## config.mk

```make
export PLATFORM = sky130hd
export DESIGN_NAME = chunked_message_framer_unit
export DESIGN_NICKNAME = d
export VERILOG_FILES = /design/src/rtl/cmf_pkg.sv /design/src/rtl/cmf_front.sv /design/src/rtl/cmf_queue.sv /design/src/rtl/cmf_back.sv /design/src/rtl/chunked_message_framer_unit.sv
export SDC_FILE = /design/constraint.sdc
export NUM_CORES = 1
export LEC_CHECK = 0
export BUFFER_PORTS_ARGS = -buffer_cell sky130_fd_sc_hd__buf_4
export CAP_MARGIN = 20
export CORE_MARGIN = 2
export CORE_UTILIZATION = 65
export CTS_BUF_LIST = sky130_fd_sc_hd__clkbuf_16
export DETAILED_ROUTE_END_ITERATION = 8
export HOLD_SLACK_MARGIN = 0.03
export PLACE_DENSITY = 0.83
export SLEW_MARGIN = 5
export SYNTH_ARGS = -nofsm -noshare
export SYNTH_HDL_FRONTEND = slang
export SYNTH_HIERARCHICAL = 1
export SYNTH_SLANG_ARGS = --single-unit
```

## constraint.sdc

```tcl
create_clock -name clock -period 12.4 [get_ports clock]
set_clock_uncertainty 0.05 [all_clocks]
set_input_delay 1.24 -clock clock [delete_from_list [all_inputs] [get_ports clock]]
set_output_delay 1.24 -clock clock [all_outputs]
set_load 0.01 [all_outputs]
```

## src/rtl/cmf_pkg.sv

```systemverilog
// Shared types and constants for the chunked message framer.
// Used by cmf_front, cmf_queue, cmf_back and chunked_message_framer_unit.
package cmf_pkg;

   localparam int MAX_NOTIFY_BYTES = 244;
   localparam int HDR_BYTES        = 8;
   localparam int SMALL_MTU_VALUE  = 20;
   localparam int MTU_OVERHEAD     = 3;
   localparam int FRAME_VERSION    = 1;

   localparam int CHUNK_W  = $clog2(MAX_NOTIFY_BYTES + 1);
   localparam int BEAT_W   = $clog2(HDR_BYTES + 1);

   localparam int QUEUE_DEPTH = 4;
   localparam int QUEUE_AW    = $clog2(QUEUE_DEPTH);
   localparam int QUEUE_CW    = $clog2(QUEUE_DEPTH + 1);

   localparam int CSR_INDEX_W = 1;
   localparam int CSR_DATA_W  = 16;

   typedef enum logic [CSR_INDEX_W-1:0] {
      CSR_ATT_MTU    = 1'b0,
      CSR_LINK_READY = 1'b1
   } csr_index_type;

   typedef struct packed {
      logic [7:0]  data_byte;
      logic [7:0]  msg_type;
      logic [15:0] message_id;
      logic [15:0] byte_offset;
      logic [15:0] msg_length;
      logic        with_header;
      logic        chunk_end;
   } cmf_entry_type;

endpackage

```

## src/rtl/cmf_front.sv

```systemverilog
// Front end: configuration registers, message/chunk tracking, item classification.
// Depends on cmf_pkg.
module cmf_front (
   input  logic                              clock,
   input  logic                              reset,
   input  logic                              csr_valid,
   output logic                              csr_ready,
   input  logic [cmf_pkg::CSR_INDEX_W-1:0]   csr_index,
   input  logic [cmf_pkg::CSR_DATA_W-1:0]    csr_data,
   input  logic                              req_tvalid,
   output logic                              req_tready,
   input  logic [7:0]                        data_byte,
   input  logic [7:0]                        msg_type,
   input  logic [15:0]                       msg_length,
   input  logic                              queue_full,
   output logic                              queue_push,
   output cmf_pkg::cmf_entry_type            queue_entry
);

   logic [15:0]                 att_mtu_ff;
   logic                        link_ready_ff;
   logic [15:0]                 message_id_ff, message_id_in;
   logic [15:0]                 byte_offset_ff;
   logic [cmf_pkg::CHUNK_W-1:0] chunk_fill_ff, fill_base, fill_inc;
   logic [cmf_pkg::CHUNK_W-1:0] payload_ff, payload_in, payload_new;
   logic                        sending_ff;
   logic                        accept, new_msg, open_msg, send, msg_end, chunk_last;
   logic [15:0]                 cap;

   assign csr_ready  = 1'b1;
   assign req_tready = !queue_full;
   assign accept     = req_tvalid && req_tready;

   always_comb begin
      if (att_mtu_ff > 16'(cmf_pkg::MTU_OVERHEAD)) begin
         cap = att_mtu_ff - 16'(cmf_pkg::MTU_OVERHEAD);
      end else begin
         cap = 16'(cmf_pkg::SMALL_MTU_VALUE);
      end
      if (cap > 16'(cmf_pkg::MAX_NOTIFY_BYTES)) begin
         cap = 16'(cmf_pkg::MAX_NOTIFY_BYTES);
      end
      if (cap < 16'(cmf_pkg::HDR_BYTES + 1)) begin
         cap = 16'(cmf_pkg::HDR_BYTES + 1);
      end
      payload_new = cmf_pkg::CHUNK_W'(cap - 16'(cmf_pkg::HDR_BYTES));
   end

   assign new_msg       = (byte_offset_ff == 16'd0);
   assign open_msg      = new_msg && link_ready_ff;
   assign fill_base     = new_msg ? '0 : chunk_fill_ff;
   assign send          = (new_msg ? link_ready_ff : sending_ff) && link_ready_ff;
   assign message_id_in = open_msg ? message_id_ff + 16'd1 : message_id_ff;
   assign payload_in    = open_msg ? payload_new : payload_ff;
   assign msg_end       = ({1'b0, byte_offset_ff} + 17'd1) >= {1'b0, msg_length};
   assign fill_inc      = fill_base + cmf_pkg::CHUNK_W'(1);
   assign chunk_last    = msg_end || (fill_inc >= payload_in);

   assign queue_push              = accept && send;
   assign queue_entry.data_byte   = data_byte;
   assign queue_entry.msg_type    = msg_type;
   assign queue_entry.message_id  = message_id_in;
   assign queue_entry.byte_offset = byte_offset_ff;
   assign queue_entry.msg_length  = msg_length;
   assign queue_entry.with_header = (fill_base == '0);
   assign queue_entry.chunk_end   = chunk_last;

   always_ff @(posedge clock) begin
      if (reset) begin
         att_mtu_ff     <= 16'd23;
         link_ready_ff  <= 1'b0;
         message_id_ff  <= '0;
         byte_offset_ff <= '0;
         chunk_fill_ff  <= '0;
         payload_ff     <= '0;
         sending_ff     <= 1'b0;
      end else begin
         if (csr_valid && csr_ready) begin
            unique case (csr_index)
               cmf_pkg::CSR_ATT_MTU:    att_mtu_ff    <= csr_data;
               cmf_pkg::CSR_LINK_READY: link_ready_ff <= csr_data[0];
               default: ;
            endcase
         end
         if (accept) begin
            message_id_ff <= message_id_in;
            payload_ff    <= payload_in;
            if (msg_end) begin
               byte_offset_ff <= '0;
               chunk_fill_ff  <= '0;
               sending_ff     <= 1'b0;
            end else begin
               byte_offset_ff <= byte_offset_ff + 16'd1;
               sending_ff     <= send;
               if (send) begin
                  chunk_fill_ff <= chunk_last ? '0 : fill_inc;
               end else begin
                  chunk_fill_ff <= fill_base;
               end
            end
         end
      end
   end

endmodule

```

## src/rtl/cmf_queue.sv

```systemverilog
// Short show-ahead queue between the front and back ends.
// Depends on cmf_pkg.
module cmf_queue (
   input  logic                   clock,
   input  logic                   reset,
   input  logic                   push,
   input  cmf_pkg::cmf_entry_type push_entry,
   output logic                   full,
   input  logic                   pop,
   output logic                   empty,
   output cmf_pkg::cmf_entry_type head_entry
);

   cmf_pkg::cmf_entry_type          slots_ff [cmf_pkg::QUEUE_DEPTH];
   logic [cmf_pkg::QUEUE_AW-1:0]    wr_ptr_ff, rd_ptr_ff;
   logic [cmf_pkg::QUEUE_CW-1:0]    count_ff;

   assign full       = (count_ff == cmf_pkg::QUEUE_CW'(cmf_pkg::QUEUE_DEPTH));
   assign empty      = (count_ff == '0);
   assign head_entry = slots_ff[rd_ptr_ff];

   always_ff @(posedge clock) begin
      if (push) begin
         slots_ff[wr_ptr_ff] <= push_entry;
      end
   end

   always_ff @(posedge clock) begin
      if (reset) begin
         wr_ptr_ff <= '0;
         rd_ptr_ff <= '0;
         count_ff  <= '0;
      end else begin
         if (push) begin
            wr_ptr_ff <= wr_ptr_ff + cmf_pkg::QUEUE_AW'(1);
         end
         if (pop) begin
            rd_ptr_ff <= rd_ptr_ff + cmf_pkg::QUEUE_AW'(1);
         end
         if (push && !pop) begin
            count_ff <= count_ff + cmf_pkg::QUEUE_CW'(1);
         end else if (pop && !push) begin
            count_ff <= count_ff - cmf_pkg::QUEUE_CW'(1);
         end
      end
   end

`ifndef SYNTHESIS
   a_count_bound: assert property (@(posedge clock) disable iff (reset)
      count_ff <= cmf_pkg::QUEUE_CW'(cmf_pkg::QUEUE_DEPTH))
      else $error("queue count over depth");
   a_no_overflow: assert property (@(posedge clock) disable iff (reset)
      push |-> !full)
      else $error("push into full queue");
   a_no_underflow: assert property (@(posedge clock) disable iff (reset)
      pop |-> !empty)
      else $error("pop from empty queue");
`endif

endmodule

```

## src/rtl/cmf_back.sv

```systemverilog
// Back end: expands queued entries into header and payload bytes on the result stream.
// Depends on cmf_pkg.
module cmf_back (
   input  logic                   clock,
   input  logic                   reset,
   input  logic                   queue_empty,
   input  cmf_pkg::cmf_entry_type head_entry,
   output logic                   queue_pop,
   output logic                   rsp_tvalid,
   input  logic                   rsp_tready,
   output logic [7:0]             out_byte,
   output logic                   chunk_end,
   output logic                   run_last
);

   logic                        mid_ff;
   logic [cmf_pkg::BEAT_W-1:0]  beat_ff, beat;
   logic                        rsp_valid_ff;
   logic [7:0]                  byte_ff, byte_in;
   logic                        chunk_end_ff, run_last_ff;
   logic                        emit, last_beat;
   logic [7:0]                  hdr_bytes [cmf_pkg::HDR_BYTES];

   always_comb begin
      hdr_bytes[0] = 8'(cmf_pkg::FRAME_VERSION);
      hdr_bytes[1] = head_entry.msg_type;
      hdr_bytes[2] = head_entry.message_id[7:0];
      hdr_bytes[3] = head_entry.message_id[15:8];
      hdr_bytes[4] = head_entry.byte_offset[7:0];
      hdr_bytes[5] = head_entry.byte_offset[15:8];
      hdr_bytes[6] = head_entry.msg_length[7:0];
      hdr_bytes[7] = head_entry.msg_length[15:8];
   end

   assign beat      = mid_ff ? beat_ff
                    : (head_entry.with_header ? '0 : cmf_pkg::BEAT_W'(cmf_pkg::HDR_BYTES));
   assign last_beat = (beat == cmf_pkg::BEAT_W'(cmf_pkg::HDR_BYTES));
   assign emit      = !queue_empty && (!rsp_valid_ff || rsp_tready);
   assign queue_pop = emit && last_beat;
   assign byte_in   = last_beat ? head_entry.data_byte
                    : hdr_bytes[beat[$clog2(cmf_pkg::HDR_BYTES)-1:0]];

   always_ff @(posedge clock) begin
      if (emit) begin
         byte_ff      <= byte_in;
         chunk_end_ff <= last_beat && head_entry.chunk_end;
         run_last_ff  <= last_beat;
      end
   end

   always_ff @(posedge clock) begin
      if (reset) begin
         mid_ff       <= 1'b0;
         beat_ff      <= '0;
         rsp_valid_ff <= 1'b0;
      end else begin
         rsp_valid_ff <= emit || (rsp_valid_ff && !rsp_tready);
         if (emit) begin
            mid_ff  <= !last_beat;
            beat_ff <= beat + cmf_pkg::BEAT_W'(1);
         end
      end
   end

   assign rsp_tvalid = rsp_valid_ff;
   assign out_byte   = byte_ff;
   assign chunk_end  = chunk_end_ff;
   assign run_last   = run_last_ff;

`ifndef SYNTHESIS
   a_beat_range: assert property (@(posedge clock) disable iff (reset)
      mid_ff |-> (beat_ff != '0) && (beat_ff <= cmf_pkg::BEAT_W'(cmf_pkg::HDR_BYTES)))
      else $error("beat counter out of range inside an entry");
   a_pop_on_run_end: assert property (@(posedge clock) disable iff (reset)
      queue_pop |=> rsp_tvalid && run_last)
      else $error("entry retired without its payload byte");
`endif

endmodule

```

## src/rtl/chunked_message_framer_unit.sv

```systemverilog
// Top level of the chunked message framer: front end, queue and back end.
// Depends on cmf_pkg, cmf_front, cmf_queue and cmf_back.
//
//   channel  direction  handshake            payload
//   req      in         req_tvalid/tready    tdata {msg_length, data_byte}, tuser msg_type
//   rsp      out        rsp_tvalid/tready    tdata out_byte, tlast chunk_end, tuser run_last
//   csr      in         csr_valid/ready      csr_index, csr_data
//
// One input transaction per cycle while the four-entry queue is not full; silent bytes
// take no queue slot but are held off too while the queue is full.
// Output: one byte per cycle while rsp is not stalled; a byte that opens a chunk follows its eight header bytes.
// Stalls on rsp back up through the queue to req_tready; csr_ready is always high.
// Synchronous active-high reset; no clearing pass.
module chunked_message_framer_unit (
   input  logic                             clock,
   input  logic                             reset,
   input  logic                             csr_valid,
   output logic                             csr_ready,
   input  logic [cmf_pkg::CSR_INDEX_W-1:0]  csr_index,
   input  logic [cmf_pkg::CSR_DATA_W-1:0]   csr_data,
   input  logic                             req_tvalid,
   output logic                             req_tready,
   input  logic [23:0]                      req_tdata,  // data_byte[7:0], msg_length[23:8]
   input  logic [7:0]                       req_tuser,  // msg_type[7:0]
   output logic                             rsp_tvalid,
   input  logic                             rsp_tready,
   output logic [7:0]                       rsp_tdata,  // out_byte[7:0]
   output logic                             rsp_tlast,  // chunk_end
   output logic                             rsp_tuser   // run_last[0]
);

   logic                   queue_full, queue_empty, queue_push, queue_pop;
   cmf_pkg::cmf_entry_type push_entry, head_entry;

   cmf_front u_front (
      .clock       (clock),
      .reset       (reset),
      .csr_valid   (csr_valid),
      .csr_ready   (csr_ready),
      .csr_index   (csr_index),
      .csr_data    (csr_data),
      .req_tvalid  (req_tvalid),
      .req_tready  (req_tready),
      .data_byte   (req_tdata[7:0]),
      .msg_type    (req_tuser),
      .msg_length  (req_tdata[23:8]),
      .queue_full  (queue_full),
      .queue_push  (queue_push),
      .queue_entry (push_entry)
   );

   cmf_queue u_queue (
      .clock      (clock),
      .reset      (reset),
      .push       (queue_push),
      .push_entry (push_entry),
      .full       (queue_full),
      .pop        (queue_pop),
      .empty      (queue_empty),
      .head_entry (head_entry)
   );

   cmf_back u_back (
      .clock       (clock),
      .reset       (reset),
      .queue_empty (queue_empty),
      .head_entry  (head_entry),
      .queue_pop   (queue_pop),
      .rsp_tvalid  (rsp_tvalid),
      .rsp_tready  (rsp_tready),
      .out_byte    (rsp_tdata),
      .chunk_end   (rsp_tlast),
      .run_last    (rsp_tuser)
   );

endmodule
```

==> results.toml, run 1 <==
[run_status]
outcome = "finished, final reports clean"

[place]
place_congestion = 0.868
numPortBuffers = 65
placed_cells = 1508
hpwl_mm = 20.6

[yosys]
yosysTopAreaCell = "edfxtp_1"
synth_seq_area_share_pct = 60.9
syn_nets = 1293
yosys-top-cells-area = "edfxtp_1 (51%), dfxtp_1 (10%), mux4_2 (9.2%), ha_1 (2.9%), a21oi_1 (2.6%)"
yosys_warnings = 6
netlist_instances = 1201
ys_types = 75
syn_area_um2 = 16200
syn_avg_cell_area_um2 = 13.5
async_reset_ff_share_pct = 0
synth_top_area_share_pct = 50.9
ys.flop_type = "edfxtp_1"
synth_edf_count = 274
ys_ff_latch = 355

[clock_tree]
cts_resized = 0
htreeDepth = 2
post_cts_buffers = 0
numCtsBuffers = 36
clock_latency_ps = 520
clock_path_buffers = 3
root_buffer = "clkbuf_16"
cts_sinks = 355
cts_tree = "done"
cts_hold_buf = 0
clk_pin_slew_ps = 60

[power_and_ir_drop]
p_sw_w = 0.000534
switching_share_pct = 21.4
power_frac_seq_pct = 52.1
p_leak_nw = 6.03
peakVddDrop_v = 0.000117
clockPowerShare_pct = 42.3
power_frac_comb_pct = 5.6
p_int_w = 0.00196
power.density_nw_per_um2 = 141
finalPower_w = 0.00249

[setup_path]
end_kind = "flop"
critPathArrivalTime_ps = 4900
path_cells = "ha_1 -> a21boi_0 -> nand4_1 -> a31oi_1 -> and2_1 -> o311a_1 -> and3_1 -> ha_1 -> nor2_1 -> a21oi_1 -> ha_1 -> o21ai_0 -> nor3_1 -> o21ai_0 -> a211o_1 -> nand3_1 -> o32ai_1"
critical_path.max_stage_delay_ps = 480
cp_slowest_cell = "ha_1"
path_class = "flop to flop"
cp-start-kind = "flop"
r2r_setup_slack_ps = 7810
crit_family = "compound AO/OA/AOI/OAI gates"
crit_required_ps = 12710
crit_top_cell = "ha_1"
worstPathMaxFanout = 13
path_buf_inv = 0

[detailed_routing]
ant_nets = 0
remaining_drc_errors = 0
vias_per_cell = 6.41
drt-pass1-iter-count = 7
drt-met1-wl_mm = 13.6
route.vias.total = 10100
post_drt_wl_per_cell_um = 22.0
dr_wl_met2_mm = 17.4
drt-total-wl_mm = 34.6
dr.max_layer_used = "met4"
met3WireLength_mm = 2.80
first_iter_violations = 1145

[grt]
grt_max_degree = 69
first_global_vias = 9793
grt_pass1_wl_mm = 53.9
grt_overflow_total = 0
grt.total_usage_pct = 26.7
antenna_found_initial = 0

[floorplanning]
dieWidth_um = 162
die-area_um2 = 26100
row_count = 57
ios = 67
initial_utilization_pct = 66.3
core_um2 = 24400
die_h_um = 162

[finish]
fill_cells = 1503
nets = 1315
syn_to_final_growth_pct = 9.66
postLayoutCoreUtil_pct = 72.7
drive_gt1_share_pct = 17.8
stdcell_count = 1575
n_antenna_cell = 0

[timing]
slew_headroom_pct = 30.9
hold_viol = 0
report.final.setup_viol = 0
tightest_slew_ps = 1040
min_period_over_period_pct = 37.0
rsz0062_at_grt = "no"
clock.fmax_mhz = 218
min_period_ps = 4590
setup_tns_ps = 0
slew_violations = 0

[min_path]
hp-class = "flop to flop"

[job]
maxCapViolCount = 0
-- cells in the final DEF, fill, tap and decap left out, types with 5 or more instances in the layout --
cell type	instances
nand2b_1	5
and2_1	8
or3_1	11
mux2i_1	12
mux4_2	66
o22ai_1	13
nand4_1	13
clkbuf_16	38
inv_1	52
dfxtp_1	79
mux2_2	8
a31oi_1	10
nor2_1	60
nor2b_1	17
a21oi_1	84
nand3_1	45
edfxtp_1	274
nand3b_1	6
clkinv_1	9
buf_4	77
a22o_1	8
and4_1	6
xnor2_1	28
and3_1	12
ha_1	37
xor2_1	25
nor3_1	20
o21ai_0	35
nand2_1	109
-- kinds of logic after synthesis --
group	after synthesis	synth area share, %
simple gates	342	10.9
xor+xnor	53	2.87
buf+inv	136	4.69
mux	86	10.5
fa+ha+maj	38	2.99
flops	355	60.9
compound gates	190	7.06
other cells	1	0.0232
-- worst paths after layout --
path	from	end	depth (start not counted)
min	u_front/att_mtu_ff[12]	u_front/att_mtu_ff[12]	2
min reg2reg	u_front/att_mtu_ff[12]	u_front/att_mtu_ff[12]	2
max	u_front/att_mtu_ff[0]	u_front/chunk_fill_ff[2]	17
max reg2reg	u_front/att_mtu_ff[0]	u_front/chunk_fill_ff[2]	17
-- sequential cells by signal, summed over array words and instances (netlist names), named ones only --
name                    count
u_queue/slots_ff          264
u_front/chunk_fill_ff       8
u_front/payload_ff          8
u_front/message_id_ff      16
u_front/sending_ff          1
u_front/att_mtu_ff         16
u_queue/rd_ptr_ff           2
u_back/beat_ff              4
u_front/link_ready_ff       1
u_back/mid_ff               1
u_queue/wr_ptr_ff           2
u_queue/count_ff            3
u_back/out_byte             8
u_back/chunk_end            1
u_back/run_last             1
u_front/byte_offset_ff     16
u_back/rsp_tvalid           1
-- tightest hold or removal path: stages, from the launching register on --
cell	delay (ps)
dfxtp_1	300
nand2_1	50
a21oi_1	50
-- cell type report --
class	instances	area, um2	area share, %
Multi-Input combinational cell	710	5560	31.4
Clock inverter	28	214	1.21
Sequential cell	355	9850	55.6
Timing Repair Buffer	77	578	3.26
Tap cell	324	405	2.29
Inverter	43	161	0.911
Clock buffer	38	951	5.37
-- routing by layer --
layer / vias to the layer above / global-route usage, %
met2: 516 / 44.5
met1: 4980 / 36.4
li1: 4532 / -
met5: - / 0
met3: 69 / 4.75
met4: 0 / 8.29
-- per-stage QoR --
stage	hold slack [ps]	instance area (um2)	worst slack, ps
floorplan	381	16200	8240
detailed placement	393	16600	7900
global route	427	17700	7420
finish	402	17700	7810
global placement	389	16600	8080
CTS	401	17700	7860
-- power by group through the flow --
stage	combinational (W)	sequential, W	clock (W)
6_report	0.000138	0.00130	0.00106
5_1_grt	0.000151	0.00130	0.00111
4_1_cts	0.000137	0.00130	0.00107
3_5_place_dp	0.000134	0.00132	0
3_3_place_gp	0.000131	0.00132	0
2_1_floorplan	0.000103	0.00132	0
-- cells in the mapped netlist (3+ instances only) --
cell type	count
a211oi_1	4
a21oi_1	84
a22o_1	8
a31oi_1	10
and2_1	12
and3_1	12
and4_1	6
buf_2	15
buf_4	38
buf_6	10
clkbuf_1	27
dfxtp_1	81
edfxtp_1	274
ha_1	37
inv_1	42
mux2_2	8
mux2i_1	12
mux4_2	66
nand2_1	109
nand2b_1	5
nand3_1	45
nand3b_1	6
nand4_1	13
nor2_1	60
nor2b_1	17
nor3_1	20
nor3b_1	4
nor4_1	4
o211ai_1	4
o21a_1	3
o21ai_0	35
o22ai_1	13
o32ai_1	4
or3_1	11
xnor2_1	28
xor2_1	25
(Power assumes the default switching activity.)
==> inputs of run 2 (changes only) <==
--- a/config.mk
+++ b/config.mk
@@ -8,11 +8,11 @@
 export BUFFER_PORTS_ARGS = -buffer_cell sky130_fd_sc_hd__buf_4
 export CAP_MARGIN = 20
 export CORE_MARGIN = 2
-export CORE_UTILIZATION = 65
+export CORE_UTILIZATION = 56
 export CTS_BUF_LIST = sky130_fd_sc_hd__clkbuf_16
 export DETAILED_ROUTE_END_ITERATION = 8
 export HOLD_SLACK_MARGIN = 0.03
-export PLACE_DENSITY = 0.83
+export PLACE_DENSITY = 0.76
 export SLEW_MARGIN = 5
 export SYNTH_ARGS = -nofsm -noshare
 export SYNTH_HDL_FRONTEND = slang
==> constraint.sdc (replaced) <==
create_clock -name clock -period 4 [get_ports clock]
set_clock_uncertainty 0.05 [all_clocks]
set_input_delay 0.4 -clock clock [delete_from_list [all_inputs] [get_ports clock]]
set_output_delay 0.4 -clock clock [all_outputs]
set_load 0.01 [all_outputs]
==> run 2 against run 1 <==
Sequential power grew to 3.1 times the previous value. Combinational power grew to 3.5 times the previous value. Register-to-register slack lost 7500 ps. Utilization shrank 8.9 points. Final area grew 2.7%. Non-clock buffer count grew 42. Count of clock-buffer cells in the layout shrank 2. Largest cell class unchanged. Largest power group unchanged.
==> results.toml, run 2 (synthesis gave the netlist of run 1 again) <==
[setup_path]
critPathArrivalTime_ps = 4000
critical_path.max_stage_delay_ps = 360
crit_required_ps = 4300
cp_slowest_cell = "dfxtp_2"
path_cells = "buf_6 -> nand2_4 -> nand2_1 -> o21ai_1 -> a221o_1 -> a211o_1 -> o311a_1 -> and3_1 -> ha_1 -> nor2_1 -> a21oi_1 -> ha_1 -> o21ai_0 -> nor3_2 -> o21ai_1 -> a211o_1 -> a31oi_1 -> a311oi_1"
crit_family = "compound AO/OA/AOI/OAI gates"
worstPathMaxFanout = 7
path_buf_inv = 1
cp-start-kind = "flop"
end_kind = "flop"
path_class = "flop to flop"

[timing]
hold_viol = 0
timing.hold.ws_ps = 46.6
min_period_over_period_pct = 92.6
clock.fmax_mhz = 270
tightest_slew_ps = 804
slew_violations = 0
timing.final.ws_setup_ps = 297
report.final.setup_viol = 0
setup_tns_ps = 0
rsz0062_at_grt = "no"
slew_headroom_pct = 46.4
min_period_ps = 3700

[detailed_routing]
vias_per_cell = 5.94
ant_nets = 0
route.vias.total = 9950
remaining_drc_errors = 0
drt-pass1-iter-count = 6
drt-total-wl_mm = 33.4
post_drt_wl_per_cell_um = 19.9
first_iter_violations = 845

[finish]
fin_area_um2 = 18200
syn_to_final_growth_pct = 12.6
multi_input_area_um2 = 5620
largest_reg_flops = 264
regArea_um2 = 9860
fill_cells = 2062
mostFrequentLayoutCell = "edfxtp_1"
nets = 1357
n_antenna_cell = 0
drive_gt1_share_pct = 21.1
top_register = "u_queue/slots_ff"
final_cell_mix = "edfxtp_1 (274), nand2_1 (109), buf_4 (103), a21oi_1 (84), dfxtp_1 (72)"

[floorplanning]
dieWidth_um = 174
die_h_um = 174
initial_utilization_pct = 56.6
row_count = 62
ios = 67
core_um2 = 28500
die-area_um2 = 30200

[clock_tree]
htreeDepth = 2
numCtsBuffers = 36
cts_tree = "done"
root_buffer = "clkbuf_16"
clock_path_buffers = 3
clk_pin_slew_ps = 60
cts_sinks = 355
clock_latency_ps = 510

[power_and_ir_drop]
peakVddDrop_v = 0.000267
power.density_nw_per_um2 = 413
p_leak_nw = 6.24

[place]
place_congestion = 0.863
post-place-ws_ps = -40.4
dpl_cell_area_um2 = 16900
hpwl_mm = 20.8
numPortBuffers = 65

[min_path]
hp-class = "input pin to flop"

[grt]
grt_overflow_total = 0
grt.total_usage_pct = 22.5
grt_pass1_wl_mm = 53.7
grt_max_degree = 69
antenna_found_initial = 0
first_global_vias = 9836

[run_status]
outcome = "finished, final reports clean"

[job]
maxCapViolCount = 0
==> run 2: final timing paths <==
kind,startpoint,end,slack (ps),cells past startpoint
min reg2reg,u_front/att_mtu_ff[10],u_front/att_mtu_ff[10],410,2
min,req_tuser[6],u_queue/slots_ff[2][56],50,1
max,u_front/att_mtu_ff[0],u_front/chunk_fill_ff[0],300,18
max reg2reg,u_front/att_mtu_ff[0],u_front/chunk_fill_ff[0],300,18
==> run 2: repair_timing <==
item                                    in CTS  in global routing
resized for setup                            4                 20
endpoints found under the setup margin       3                 12
hold buffers                                 6                  1
hold endpoints to repair                    24                  4
pin swaps                                    0                  8
setup buffers                                0                  6
==> run 2: cell type report <==
cell class	count	share of cell area, %
Clock buffer	36	4.95
Clock inverter	28	0.887
Inverter	43	0.887
Multi-Input combinational cell	710	30.9
Sequential cell	355	54.2
Tap cell	384	2.64
Timing Repair Buffer	119	5.53
==> run 2: stage by stage <==
stage               instances  utilization, %  total power, W
finish                   1675            63.7         0.00752
global route             1675            63.7         0.00777
CTS                      1667            63.3         0.00755
detailed placement       1597            59.3         0.00455
global placement         1597            59.3         0.00453
floorplan                1201               -         0.00441
==> run 2: power breakdown <==
part | switching (W) | total (W) | internal [W]
clock network | 0.00131 | 0.00302 | 0.00170
registers | 0.0000299 | 0.00402 | 0.00399
logic | 0.000278 | 0.000483 | 0.000204
==> run 2: metal layers <==
metal  routed length [um]  vias up  global-route usage (%)
met5                    0        -                   0.481
met4                  733        0                    6.79
met3                 2190       56                    3.53
met2                16200      342                    36.5
met1                14300     4935                    31.8
li1                     -     4617                       -
